--- config.mk ---
export PLATFORM = sky130hd
export DESIGN_NAME = tustin_lowpass_variable_step_top
export DESIGN_NICKNAME = d
export VERILOG_FILES = /design/src/rtl/tlvs_pkg.sv /design/src/rtl/tlvs_ctrl.sv /design/src/rtl/tlvs_dp.sv /design/src/rtl/tustin_lowpass_variable_step_top.sv
export SDC_FILE = /design/constraint.sdc
export NUM_CORES = 2
export LEC_CHECK = 0
export ABC_AREA = 1
export BUFFER_PORTS_ARGS = -buffer_cell sky130_fd_sc_hd__buf_4
export CELL_PAD_IN_SITES_DETAIL_PLACEMENT = 0
export CELL_PAD_IN_SITES_GLOBAL_PLACEMENT = 2
export CORE_ASPECT_RATIO = 0.75
export CORE_MARGIN = 2
export CORE_UTILIZATION = 35
export DETAILED_ROUTE_END_ITERATION = 10
export PLACE_DENSITY = 0.8
export SLEW_MARGIN = 40
export SYNTH_ARGS = -nofsm -noshare
export SYNTH_HDL_FRONTEND = slang
export SYNTH_SLANG_ARGS = --single-unit
export TNS_END_PERCENT = 10
--- constraint.sdc ---
create_clock -name i_clk -period 9.05 [get_ports i_clk]
set_input_delay 0.4525 -clock i_clk [delete_from_list [all_inputs] [get_ports i_clk]]
set_output_delay 0.4525 -clock i_clk [all_outputs]
set_load 0.02 [all_outputs]
--- src/rtl/tlvs_pkg.sv ---
// Shared types and constants of the variable-step Tustin low-pass filter.
`default_nettype none
package tlvs_pkg;

    typedef logic [3:0] t_op;

    localparam t_op OP_NONE   = 4'd0;
    localparam t_op OP_LOAD   = 4'd1;
    localparam t_op OP_GAIN   = 4'd2;
    localparam t_op OP_KSET   = 4'd3;
    localparam t_op OP_MUL1   = 4'd4;
    localparam t_op OP_MUL2   = 4'd5;
    localparam t_op OP_NUM    = 4'd6;
    localparam t_op OP_DINIT  = 4'd7;
    localparam t_op OP_DSTEP  = 4'd8;
    localparam t_op OP_FINISH = 4'd9;

    typedef struct packed {
        t_op op;
    } t_cmd;

    typedef struct packed {
        logic restart;
        logic out_free;
    } t_sts;

    localparam logic [23:0] CUTOFF_RESET = 24'd117440;
    localparam logic [55:0] GAIN_LIMIT   = 56'd4278190080;
    localparam logic [27:0] K_MAX        = 28'hFF0_0000;
    localparam logic [29:0] K_TWO        = 30'h0020_0000;

    localparam int DIV_STEPS = 41;
    localparam int CNT_W     = $clog2(DIV_STEPS);

endpackage
`default_nettype wire

--- src/rtl/tlvs_ctrl.sv ---
// Sequencer that steps the filter datapath through one request.
`default_nettype none
module tlvs_ctrl (
    input  wire logic            i_clk,
    input  wire logic            i_rst_n,
    input  wire logic            i_valid,
    output logic                 o_stall,
    input  wire tlvs_pkg::t_sts  i_sts,
    output tlvs_pkg::t_cmd       o_cmd
);

    localparam logic [3:0] S_IDLE  = 4'd0;
    localparam logic [3:0] S_GAIN  = 4'd1;
    localparam logic [3:0] S_K     = 4'd2;
    localparam logic [3:0] S_MUL1  = 4'd3;
    localparam logic [3:0] S_MUL2  = 4'd4;
    localparam logic [3:0] S_NUM   = 4'd5;
    localparam logic [3:0] S_DINIT = 4'd6;
    localparam logic [3:0] S_DIV   = 4'd7;
    localparam logic [3:0] S_DONE  = 4'd8;

    localparam logic [tlvs_pkg::CNT_W-1:0] CNT_LAST =
        tlvs_pkg::CNT_W'(tlvs_pkg::DIV_STEPS - 1);

    logic [3:0]                 r_state, n_state;
    logic [tlvs_pkg::CNT_W-1:0] r_cnt, n_cnt;

    assign o_stall = (r_state != S_IDLE);

    always_comb begin
        n_state    = r_state;
        n_cnt      = r_cnt;
        o_cmd.op   = tlvs_pkg::OP_NONE;
        unique case (r_state)
            S_IDLE: begin
                if (i_valid) begin
                    o_cmd.op = tlvs_pkg::OP_LOAD;
                    n_state  = S_GAIN;
                end
            end
            S_GAIN: begin
                if (i_sts.restart) begin
                    n_state = S_DONE;
                end else begin
                    o_cmd.op = tlvs_pkg::OP_GAIN;
                    n_state  = S_K;
                end
            end
            S_K: begin
                o_cmd.op = tlvs_pkg::OP_KSET;
                n_state  = S_MUL1;
            end
            S_MUL1: begin
                o_cmd.op = tlvs_pkg::OP_MUL1;
                n_state  = S_MUL2;
            end
            S_MUL2: begin
                o_cmd.op = tlvs_pkg::OP_MUL2;
                n_state  = S_NUM;
            end
            S_NUM: begin
                o_cmd.op = tlvs_pkg::OP_NUM;
                n_state  = S_DINIT;
            end
            S_DINIT: begin
                o_cmd.op = tlvs_pkg::OP_DINIT;
                n_cnt    = '0;
                n_state  = S_DIV;
            end
            S_DIV: begin
                o_cmd.op = tlvs_pkg::OP_DSTEP;
                if (r_cnt == CNT_LAST) begin
                    n_state = S_DONE;
                end else begin
                    n_cnt = r_cnt + 1'b1;
                end
            end
            S_DONE: begin
                if (i_sts.out_free) begin
                    o_cmd.op = tlvs_pkg::OP_FINISH;
                    n_state  = S_IDLE;
                end
            end
            default: begin
                n_state = S_IDLE;
            end
        endcase
    end

    always_ff @(posedge i_clk) begin
        if (!i_rst_n) begin
            r_state <= S_IDLE;
            r_cnt   <= '0;
        end else begin
            r_state <= n_state;
            r_cnt   <= n_cnt;
        end
    end

endmodule
`default_nettype wire

--- src/rtl/tlvs_dp.sv ---
// Datapath of the filter: history, shared multiplier, divider and output register.
`default_nettype none
module tlvs_dp (
    input  wire logic               i_clk,
    input  wire logic               i_rst_n,
    input  wire tlvs_pkg::t_cmd     i_cmd,
    output tlvs_pkg::t_sts          o_sts,
    input  wire logic               i_cfg_we,
    input  wire logic [23:0]        i_cfg_wdata,
    input  wire logic signed [31:0] i_sample,
    input  wire logic [31:0]        i_timestamp,
    input  wire logic               i_restart,
    output logic                    o_valid,
    input  wire logic               i_stall,
    output logic signed [31:0]      o_filtered,
    output logic                    o_saturated
);

    logic [23:0]        r_cutoff;
    logic [31:0]        r_tp;
    logic [31:0]        r_xp;
    logic [31:0]        r_yp;
    logic [31:0]        r_x;
    logic [31:0]        r_t;
    logic               r_restart;
    logic signed [63:0] r_mul;
    logic signed [63:0] r_p1;
    logic signed [63:0] r_num;
    logic [27:0]        r_k;
    logic               r_ksat;
    logic [28:0]        r_rem;
    logic [40:0]        r_quo;
    logic               r_neg;
    logic               r_out_valid;
    logic [31:0]        r_out;
    logic               r_out_sat;

    logic [31:0]        dt;
    logic [32:0]        xsum;
    logic signed [33:0] mul_a;
    logic signed [29:0] mul_b;
    logic signed [63:0] mul_p;
    logic [55:0]        prod;
    logic [28:0]        den;
    logic [63:0]        dividend;
    logic [29:0]        trial;
    logic               ge;
    logic [29:0]        trial_sub;
    logic [31:0]        y;
    logic               y_sat;

    assign dt   = r_t - r_tp;
    assign xsum = {r_x[31], r_x} + {r_xp[31], r_xp};

    always_comb begin
        unique case (i_cmd.op)
            tlvs_pkg::OP_GAIN: begin
                mul_a = $signed({2'b00, dt});
                mul_b = $signed({6'b000000, r_cutoff});
            end
            tlvs_pkg::OP_MUL1: begin
                mul_a = $signed({xsum[32], xsum});
                mul_b = $signed({2'b00, r_k});
            end
            tlvs_pkg::OP_MUL2: begin
                mul_a = $signed({{2{r_yp[31]}}, r_yp});
                mul_b = $signed(tlvs_pkg::K_TWO - {2'b00, r_k});
            end
            default: begin
                mul_a = '0;
                mul_b = '0;
            end
        endcase
    end

    assign mul_p = mul_a * mul_b;
    assign prod  = r_mul[55:0];
    assign den   = {1'b0, r_k} + tlvs_pkg::K_TWO[28:0];

    // The magnitude and the rounding half are formed in one add.
    assign dividend = (r_num[63] ? ~r_num : r_num) + {36'd0, den[28:1]} + {63'd0, r_num[63]};

    assign trial     = {r_rem, r_quo[40]};
    assign ge        = (trial >= {1'b0, den});
    assign trial_sub = trial - {1'b0, den};

    always_comb begin
        y     = r_quo[31:0];
        y_sat = 1'b0;
        if (r_restart) begin
            y = r_x;
        end else if (r_neg) begin
            if (r_quo > 41'h0_8000_0000) begin
                y     = 32'h8000_0000;
                y_sat = 1'b1;
            end else begin
                y = ~r_quo[31:0] + 32'd1;
            end
        end else if (r_quo > 41'h0_7FFF_FFFF) begin
            y     = 32'h7FFF_FFFF;
            y_sat = 1'b1;
        end
    end

    always_ff @(posedge i_clk) begin
        unique case (i_cmd.op)
            tlvs_pkg::OP_LOAD: begin
                r_x       <= i_sample;
                r_t       <= i_timestamp;
                r_restart <= i_restart;
            end
            tlvs_pkg::OP_GAIN: begin
                r_mul <= mul_p;
            end
            tlvs_pkg::OP_KSET: begin
                if (prod > tlvs_pkg::GAIN_LIMIT) begin
                    r_k    <= tlvs_pkg::K_MAX;
                    r_ksat <= 1'b1;
                end else begin
                    r_k    <= prod[31:4];
                    r_ksat <= 1'b0;
                end
            end
            tlvs_pkg::OP_MUL1: begin
                r_mul <= mul_p;
            end
            tlvs_pkg::OP_MUL2: begin
                r_p1  <= r_mul;
                r_mul <= mul_p;
            end
            tlvs_pkg::OP_NUM: begin
                r_num <= r_p1 + r_mul;
            end
            tlvs_pkg::OP_DINIT: begin
                r_neg <= r_num[63];
                r_rem <= {8'd0, dividend[61:41]};
                r_quo <= dividend[40:0];
            end
            tlvs_pkg::OP_DSTEP: begin
                r_rem <= ge ? trial_sub[28:0] : trial[28:0];
                r_quo <= {r_quo[39:0], ge};
            end
            tlvs_pkg::OP_FINISH: begin
                r_out     <= y;
                r_out_sat <= y_sat | (r_ksat & ~r_restart);
            end
            default: begin
            end
        endcase
    end

    always_ff @(posedge i_clk) begin
        if (!i_rst_n) begin
            r_cutoff    <= tlvs_pkg::CUTOFF_RESET;
            r_tp        <= '0;
            r_xp        <= '0;
            r_yp        <= '0;
            r_out_valid <= 1'b0;
        end else begin
            if (i_cfg_we) begin
                r_cutoff <= i_cfg_wdata;
            end
            if (i_cmd.op == tlvs_pkg::OP_FINISH) begin
                r_tp        <= r_t;
                r_xp        <= r_x;
                r_yp        <= y;
                r_out_valid <= 1'b1;
            end else if (r_out_valid && !i_stall) begin
                r_out_valid <= 1'b0;
            end
        end
    end

    assign o_sts.restart  = r_restart;
    assign o_sts.out_free = !r_out_valid || !i_stall;
    assign o_valid        = r_out_valid;
    assign o_filtered     = r_out;
    assign o_saturated    = r_out_sat;

endmodule
`default_nettype wire

--- src/rtl/tustin_lowpass_variable_step_top.sv ---
// Top level of the variable-step Tustin low-pass filter.
//
//   channel   direction  handshake           payload
//   input     in         i_valid / o_stall   i_sample, i_timestamp, i_restart
//   result    out        o_valid / i_stall   o_filtered, o_saturated
//   config    in         i_cfg_we            i_cfg_wdata
//
// A filtering request steps through the gain, K, multiply, numerator and
// divider-init states, then the one-bit-per-cycle restoring divider, before the
// next request is accepted. A restart request skips from gain straight to done.
// Reset is synchronous and active low; it restores the cutoff and clears the history.
// A result that waits in the output register does not block the next request; only
// the end of the following one waits for it.
`default_nettype none
module tustin_lowpass_variable_step_top (
    input  wire logic               i_clk,
    input  wire logic               i_rst_n,
    input  wire logic               i_cfg_we,
    input  wire logic [23:0]        i_cfg_wdata,
    input  wire logic               i_valid,
    output logic                    o_stall,
    input  wire logic signed [31:0] i_sample,
    input  wire logic [31:0]        i_timestamp,
    input  wire logic               i_restart,
    output logic                    o_valid,
    input  wire logic               i_stall,
    output logic signed [31:0]      o_filtered,
    output logic                    o_saturated
);

    tlvs_pkg::t_cmd cmd;
    tlvs_pkg::t_sts sts;

    tlvs_ctrl u_ctrl (
        .i_clk   (i_clk),
        .i_rst_n (i_rst_n),
        .i_valid (i_valid),
        .o_stall (o_stall),
        .i_sts   (sts),
        .o_cmd   (cmd)
    );

    tlvs_dp u_dp (
        .i_clk       (i_clk),
        .i_rst_n     (i_rst_n),
        .i_cmd       (cmd),
        .o_sts       (sts),
        .i_cfg_we    (i_cfg_we),
        .i_cfg_wdata (i_cfg_wdata),
        .i_sample    (i_sample),
        .i_timestamp (i_timestamp),
        .i_restart   (i_restart),
        .o_valid     (o_valid),
        .i_stall     (i_stall),
        .o_filtered  (o_filtered),
        .o_saturated (o_saturated)
    );

`ifndef SYNTH
    a_busy_after_accept: assert property (@(posedge i_clk) disable iff (!i_rst_n)
        (i_valid && !o_stall) |=> o_stall)
        else $error("input not stalled after a request was accepted");

    a_finish_shows_result: assert property (@(posedge i_clk) disable iff (!i_rst_n)
        (cmd.op == tlvs_pkg::OP_FINISH) |=> o_valid)
        else $error("finished request did not reach the output register");

    a_finish_needs_room: assert property (@(posedge i_clk) disable iff (!i_rst_n)
        (cmd.op == tlvs_pkg::OP_FINISH) |-> (!o_valid || !i_stall))
        else $error("output register overwritten while its result was stalled");

    a_restart_not_saturated: assert property (@(posedge i_clk) disable iff (!i_rst_n)
        (cmd.op == tlvs_pkg::OP_FINISH && sts.restart) |=> !o_saturated)
        else $error("restart request reported saturation");
`endif

endmodule
`default_nettype wire

# Word-level counts from Yosys, hierarchy flattened
# Cells that the tools add are included.
dict set report classes {
  add_sub_neg 10
  mul 1
  div 0
  magnitude_cmp 4
  eq_ne 22
  shift 0
  muxes 28
  bitwise_logic 5
  reduce_logical 12
}
# cell count
set op_table {}
lappend op_table {{$mux W32} 4}
lappend op_table {{$pmux W34 S3} 1}
lappend op_table {{$pmux W30 S3} 1}
lappend op_table {{$pmux W41 S2} 1}
lappend op_table {{$pmux W4 S9} 2}
lappend op_table {{$add A64 B64 Y64} 1}
lappend op_table {{$mul A34 B30 Y64} 1}
lappend op_table {{$add A62 B1 Y62} 1}
lappend op_table {{$add A62 B28 Y62} 1}
lappend op_table {{$mux W62} 1}
lappend op_table {{$not A62 Y62} 1}
lappend op_table {{$pmux W29 S2} 1}
lappend op_table {{$gt A56 B32 Y1 const B} 1}
lappend op_table {{$gt A41 B31 Y1 const B} 1}
lappend op_table {{$gt A41 B32 Y1 const B} 1}
lappend op_table {{$add A32 B32 Y33} 1}
lappend op_table {{$add A32 B1 Y32 const B} 1}
lappend op_table {{$eq A4 B3 Y1 const B} 8}
lappend op_table {{$not A32 Y32} 1}
lappend op_table {{$sub A32 B32 Y32} 1}
lappend op_table {{$ge A30 B29 Y1} 1}
lappend op_table {{$add A28 B22 Y29 const B} 1}
lappend op_table {{$mux W29} 1}
lappend op_table {{$sub A22 B28 Y29 const A} 1}
lappend op_table {{other kinds (25)} 47}
dict set report totals {
  regBits 521
  latchBits 0
  ramBits 0
  mem_bits_ro 0
  inputBits 94
  wordCells 102
  mem_count 0
}

# Depth between registers and ports, before layout
dict set report logic_depth {
  word_depth 7
  depth_mapped 46
  mapped_depth_nobuf 44
}

# Modules after synthesis
# A second synthesis with hierarchy kept.
dict set report unflattened {
  cells_unflattened 10159
  hier_area_um2 75243.4
}
# mod n_inst cells_each area_per_inst_um2
set modules_own_cells {}
lappend modules_own_cells {tlvs_dp 1 10063 74572.8}
lappend modules_own_cells {tlvs_ctrl 1 96 670.6}

# Worst setup path after synthesis
# OpenSTA, ideal clock, no wires.
dict set report synth_path {
  path_type {reg-to-reg}
  start {register u_dp.r_x[0]}
  end {register u_dp.r_mul[63], data pin}
  setup_time_ns 0.252
  arrival_ns 8.350
  required_time_ns 8.798
  slack_ns 0.448
  stages_incl_launch_ff 36
  n_path_buf 1
  cell_sequence {edfxtp_1 -> ha_1 -> inv_1 -> fa_1 -> inv_1 -> nand3_1 -> nand3_1 -> a21oi_1 -> o21ai_0 -> nand2_1 -> nand3_1 -> nand3_1 -> nand2_1 -> buf_2 -> nand2_1 -> fa_1 -> fa_1 -> fa_1 -> inv_1 -> fa_1 -> fa_1 -> fa_1 -> inv_1 -> fa_1 -> fa_1 -> inv_1 -> ha_1 -> inv_1 -> nor3_1 -> inv_1 -> nor2_1 -> nand2_1 -> nor3_1 -> nand2_1 -> nand3_1 -> nand2_1}
}
dict set report synth_between {
  elab_chain_cells 3
}
# element line_no
set synth_rtl {}
lappend synth_rtl {{start, declared} tlvs_dp.sv:23} ;# logic [31:0] r_x;
lappend synth_rtl {{start signal, assigned} tlvs_dp.sv:108} ;# r_x <= i_sample;
lappend synth_rtl {{$add A32 B32 Y33} tlvs_dp.sv:53} ;# assign xsum = {r_x[31], r_x} + {r_xp[31], r_xp};
lappend synth_rtl {{$pmux W34 S3} tlvs_dp.sv:56} ;# unique case (i_cmd.op)
lappend synth_rtl {{$mul A34 B30 Y64} tlvs_dp.sv:76} ;# assign mul_p = mul_a * mul_b;
lappend synth_rtl {{named net u_dp.mul_p[63]} tlvs_dp.sv:42} ;# logic signed [63:0] mul_p;
lappend synth_rtl {{end signal, assigned} tlvs_dp.sv:113} ;# r_mul <= mul_p;
lappend synth_rtl {{end signal, assigned} tlvs_dp.sv:125} ;# r_mul <= mul_p;
lappend synth_rtl {{end signal, assigned} tlvs_dp.sv:129} ;# r_mul <= mul_p;
lappend synth_rtl {{end, declared} tlvs_dp.sv:26} ;# logic signed [63:0] r_mul;
# The timed path passes the listed nets, and every way through them passes these cells.
# A chain may end at the register's enable or synchronous reset.

# Worst setup path after layout
dict set report layout_path {
  start {register u_dp.r_x[0]}
  end {register u_dp.r_mul[41], data pin}
}
# Same word-level chain as after synthesis.

==> metrics.cfg <==
[pwr]
comb_power_share_pct = 40.2
power_frac_clock_pct = 29.1
vdd_ir_drop_max_mv = 0.145
cellPowerDensity_mw_per_mm2 = 104
sw_frac_of_total_pct = 39.2
power_report.internal_total_w = 0.00582
net-switching-power_w = 0.00375
power.sequential.fraction_pct = 30.6
p_total_w = 0.00957
cellLeakagePower_nw = 47.6

[cells_and_area]
final_cell_mix = nand2_1 (2640), inv_1 (2429), fa_1 (1021)
antenna-diode-count = 0
most_frequent_standard_cell_in_the_layout_excluding_fill_and_tap_cells = nand2_1
layout.nets = 12700
post_route_cells_drive_above_1_share_pct = 15.0
area.growth.synth_to_final_pct = 22.5

[run]
max_cap_viol_count = 0

[yosys]
portion_of_the_post_synthesis_area_used_by_sequential_elements_pct = 19.0
synth_area_leader_cell = fa_1
area_share_of_the_leading_cell_type_in_the_synthesized_netlist_pct = 28.0
yosys-top-cells-area = fa_1 (28%), edfxtp_1 (15%), nand2_1 (13%)
yosys.cell_types.count = 49
synth_enable_flop_cells = 389
netlist_area_mm2 = 0.0754
async_flop_share_pct = 0
dominantRegCellSynth = edfxtp_1
synth.yosys.warnings = 0
synthesis.instances = 10200
postSynthNetCount = 11700
ys_seq_elements = 520
synthesis.area_per_instance_um2 = 7.38

[routing]
via_per_inst = 4.94
detail-route-antenna-nets = 0
drt_iter0_markers = 6112
drc = 0
routed_wirelength_um = 316000
dr.pass1.iters = 8
route.vias.total = 69600
wire_per_inst_um = 22.4

[cts]
cts_tree = done
clock-sinks = 520
max-clock-path-buffers = 3
clockRootBuffer = clkbuf_16
clkLatencyLatePin_ps = 740
clock_h_tree_levels = 2
cts_buffers = 58
clkTransAtPathRegs_ps = 60

[critical_path]
max_stage_delay_ps = 610
worst_setup_path_start_kind = register
crit_end_category = register
crit_path_top_cell_by_count = fa_1
data_arrival_time_of_the_worst_path_ps = 9380
crit_slowest_cell = fa_2
path_class = reg -> reg
r2r.worst_path.cells = 40
cp.required_ps = 9570
critical_path_maximum_fanout = 4
worst-r2r-setup-slack_ps = 190

[die]
number_of_cell_rows = 147
start_util_pct = 35.2
ios = 129
floorplan.die.width_um = 540
vert_die_dim_um = 406
dieArea_mm2 = 0.219
core_area_mm2 = 0.214

[timing]
timing.final.setup_violations = 0
slew_violations = 0
setup-tns-final_ps = 0
clock-skew-final_ps = 78.5
period_needed_ps = 8860
timing.final.hold_violations = 0
fmax_ghz = 0.113
worstMarginPinSlew_ps = 965
period_share_pct = 97.9
normalized_max_slew_margin_pct = 35.2
rsz0062_at_grt = true

[hold_path]
worst_hold_path_type = in -> reg
number_of_instances_on_the_worst_hold_path = 3

[global_routing]
antenna_found_initial = 14
global_route.overflow_total = 0
grt_pass1_wl_um = 462000
number_of_global_route_vias_before_repair = 69100
grt_max_degree = 93
grt_usage_pct = 28.4

[place]
place_hpwl_um = 267000
port_buffers = 128
final_gp_congestion = 0.960

[status]
status = finished clean

[power groups by stage]
stage	clock (W)	sequential, W	combinational [W]
after global placement	0	0.00296	0.00353
after detailed placement	0	0.00297	0.00354
after CTS	0.00284	0.00292	0.00361
after floorplan	0	0.00288	0.00178
after global routing	0.00293	0.00293	0.00416
final	0.00279	0.00293	0.00385
[cell usage after synthesis (15+ instances only)]
| cell type | count |
|---|---|
| nor2_1 | 895 |
| o21ai_0 | 357 |
| nor4_1 | 21 |
| a21oi_1 | 401 |
| xor2_1 | 149 |
| inv_1 | 2457 |
| nand2_1 | 2703 |
| a21o_1 | 16 |
| clkbuf_1 | 89 |
| xnor2_1 | 77 |
| dfxtp_1 | 131 |
| nand3b_1 | 38 |
| or2_2 | 20 |
| nand3_1 | 513 |
| nor3_1 | 82 |
| fa_1 | 1055 |
| buf_2 | 169 |
| nand4_1 | 101 |
| ha_1 | 371 |
| o21bai_1 | 31 |
| and2_1 | 15 |
| buf_4 | 16 |
| edfxtp_1 | 389 |
[worst paths after layout]
path,startpoint,end
max,u_dp.r_x[0],u_dp.r_mul[41]
min,i_cfg_wdata[13],u_dp.r_cutoff[13]
max reg2reg,u_dp.r_x[0],u_dp.r_mul[41]
min reg2reg,u_dp.r_tp[26],u_dp.r_tp[26]
[per-layer routing]
metal / part of all wire [%] / up-vias / track usage [%]
met1: 50 / 34500 / 44.5
met3: 6.8 / 250 / 3.56
met5: 0.0066 / - / 0
met2: 42 / 2249 / 42.0
met4: 1.9 / 4 / 4.40
li1: - / 32700 / -
[per-stage QoR]
stage | area [µm²] | std cells | util, % | hold WS, ps | setup slack [ps]
5_1_grt | 92400 | 14100 | 43.2 | 64.9 | -67.7
6_report | 92400 | 14100 | 43.2 | 73.4 | 186
3_5_place_dp | 86700 | 13800 | 40.5 | 451 | -411
3_3_place_gp | 86600 | 13800 | 40.5 | 443 | -445
2_1_floorplan | 75400 | 10200 | - | 429 | 448
4_1_cts | 90000 | 14000 | 42.0 | 26.9 | -14.3
[layout make-up]
type                    count  area, µm²
inverters                2472       9300
clock buffers              76       1610
multi-input cells        6932      52300
clock inverters            33        569
flip-flops and latches    520      14300
repair buffers           1222      10800
well taps                2831       3540
fillers                 22200     122000
[timing repair]
item	in CTS	in global routing
hold buffers	88	0
endpoints found under the hold margin	88	0
setup buffers	6	45
resized for setup	49	468
cloned	1	4
pin swaps	9	138
endpoints found under the setup margin	41	50
[flip-flops by register name (all words and copies together) (netlist names), 41 cells and up]
signal      cells
u_dp.r_mul     64
u_dp.r_num     63
u_dp.r_p1      64
u_dp.r_quo     41
[logic make-up after synthesis]
| logic type | share of synthesized area, % |
|---|---|
| XOR/XNOR | 2.69 |
| AO/OA/AOI/OAI | 5.95 |
| adder cells (fa/ha/maj) | 34.2 |
| flip-flops | 19.0 |
| buffers and inverters | 14.3 |
| AND/OR/NAND/NOR | 24.0 |
[worst max-delay path: cells and delay by family, from the launching register on]
family,cells,cell delay (ps)
adder cells (fa/ha/maj),11,4910
buffers and inverters,15,1560
XOR/XNOR,2,440
AO/OA/AOI/OAI,1,300
flip-flops,1,420
AND/OR/NAND/NOR,11,1010
Power figures use the tool's default switching activity.
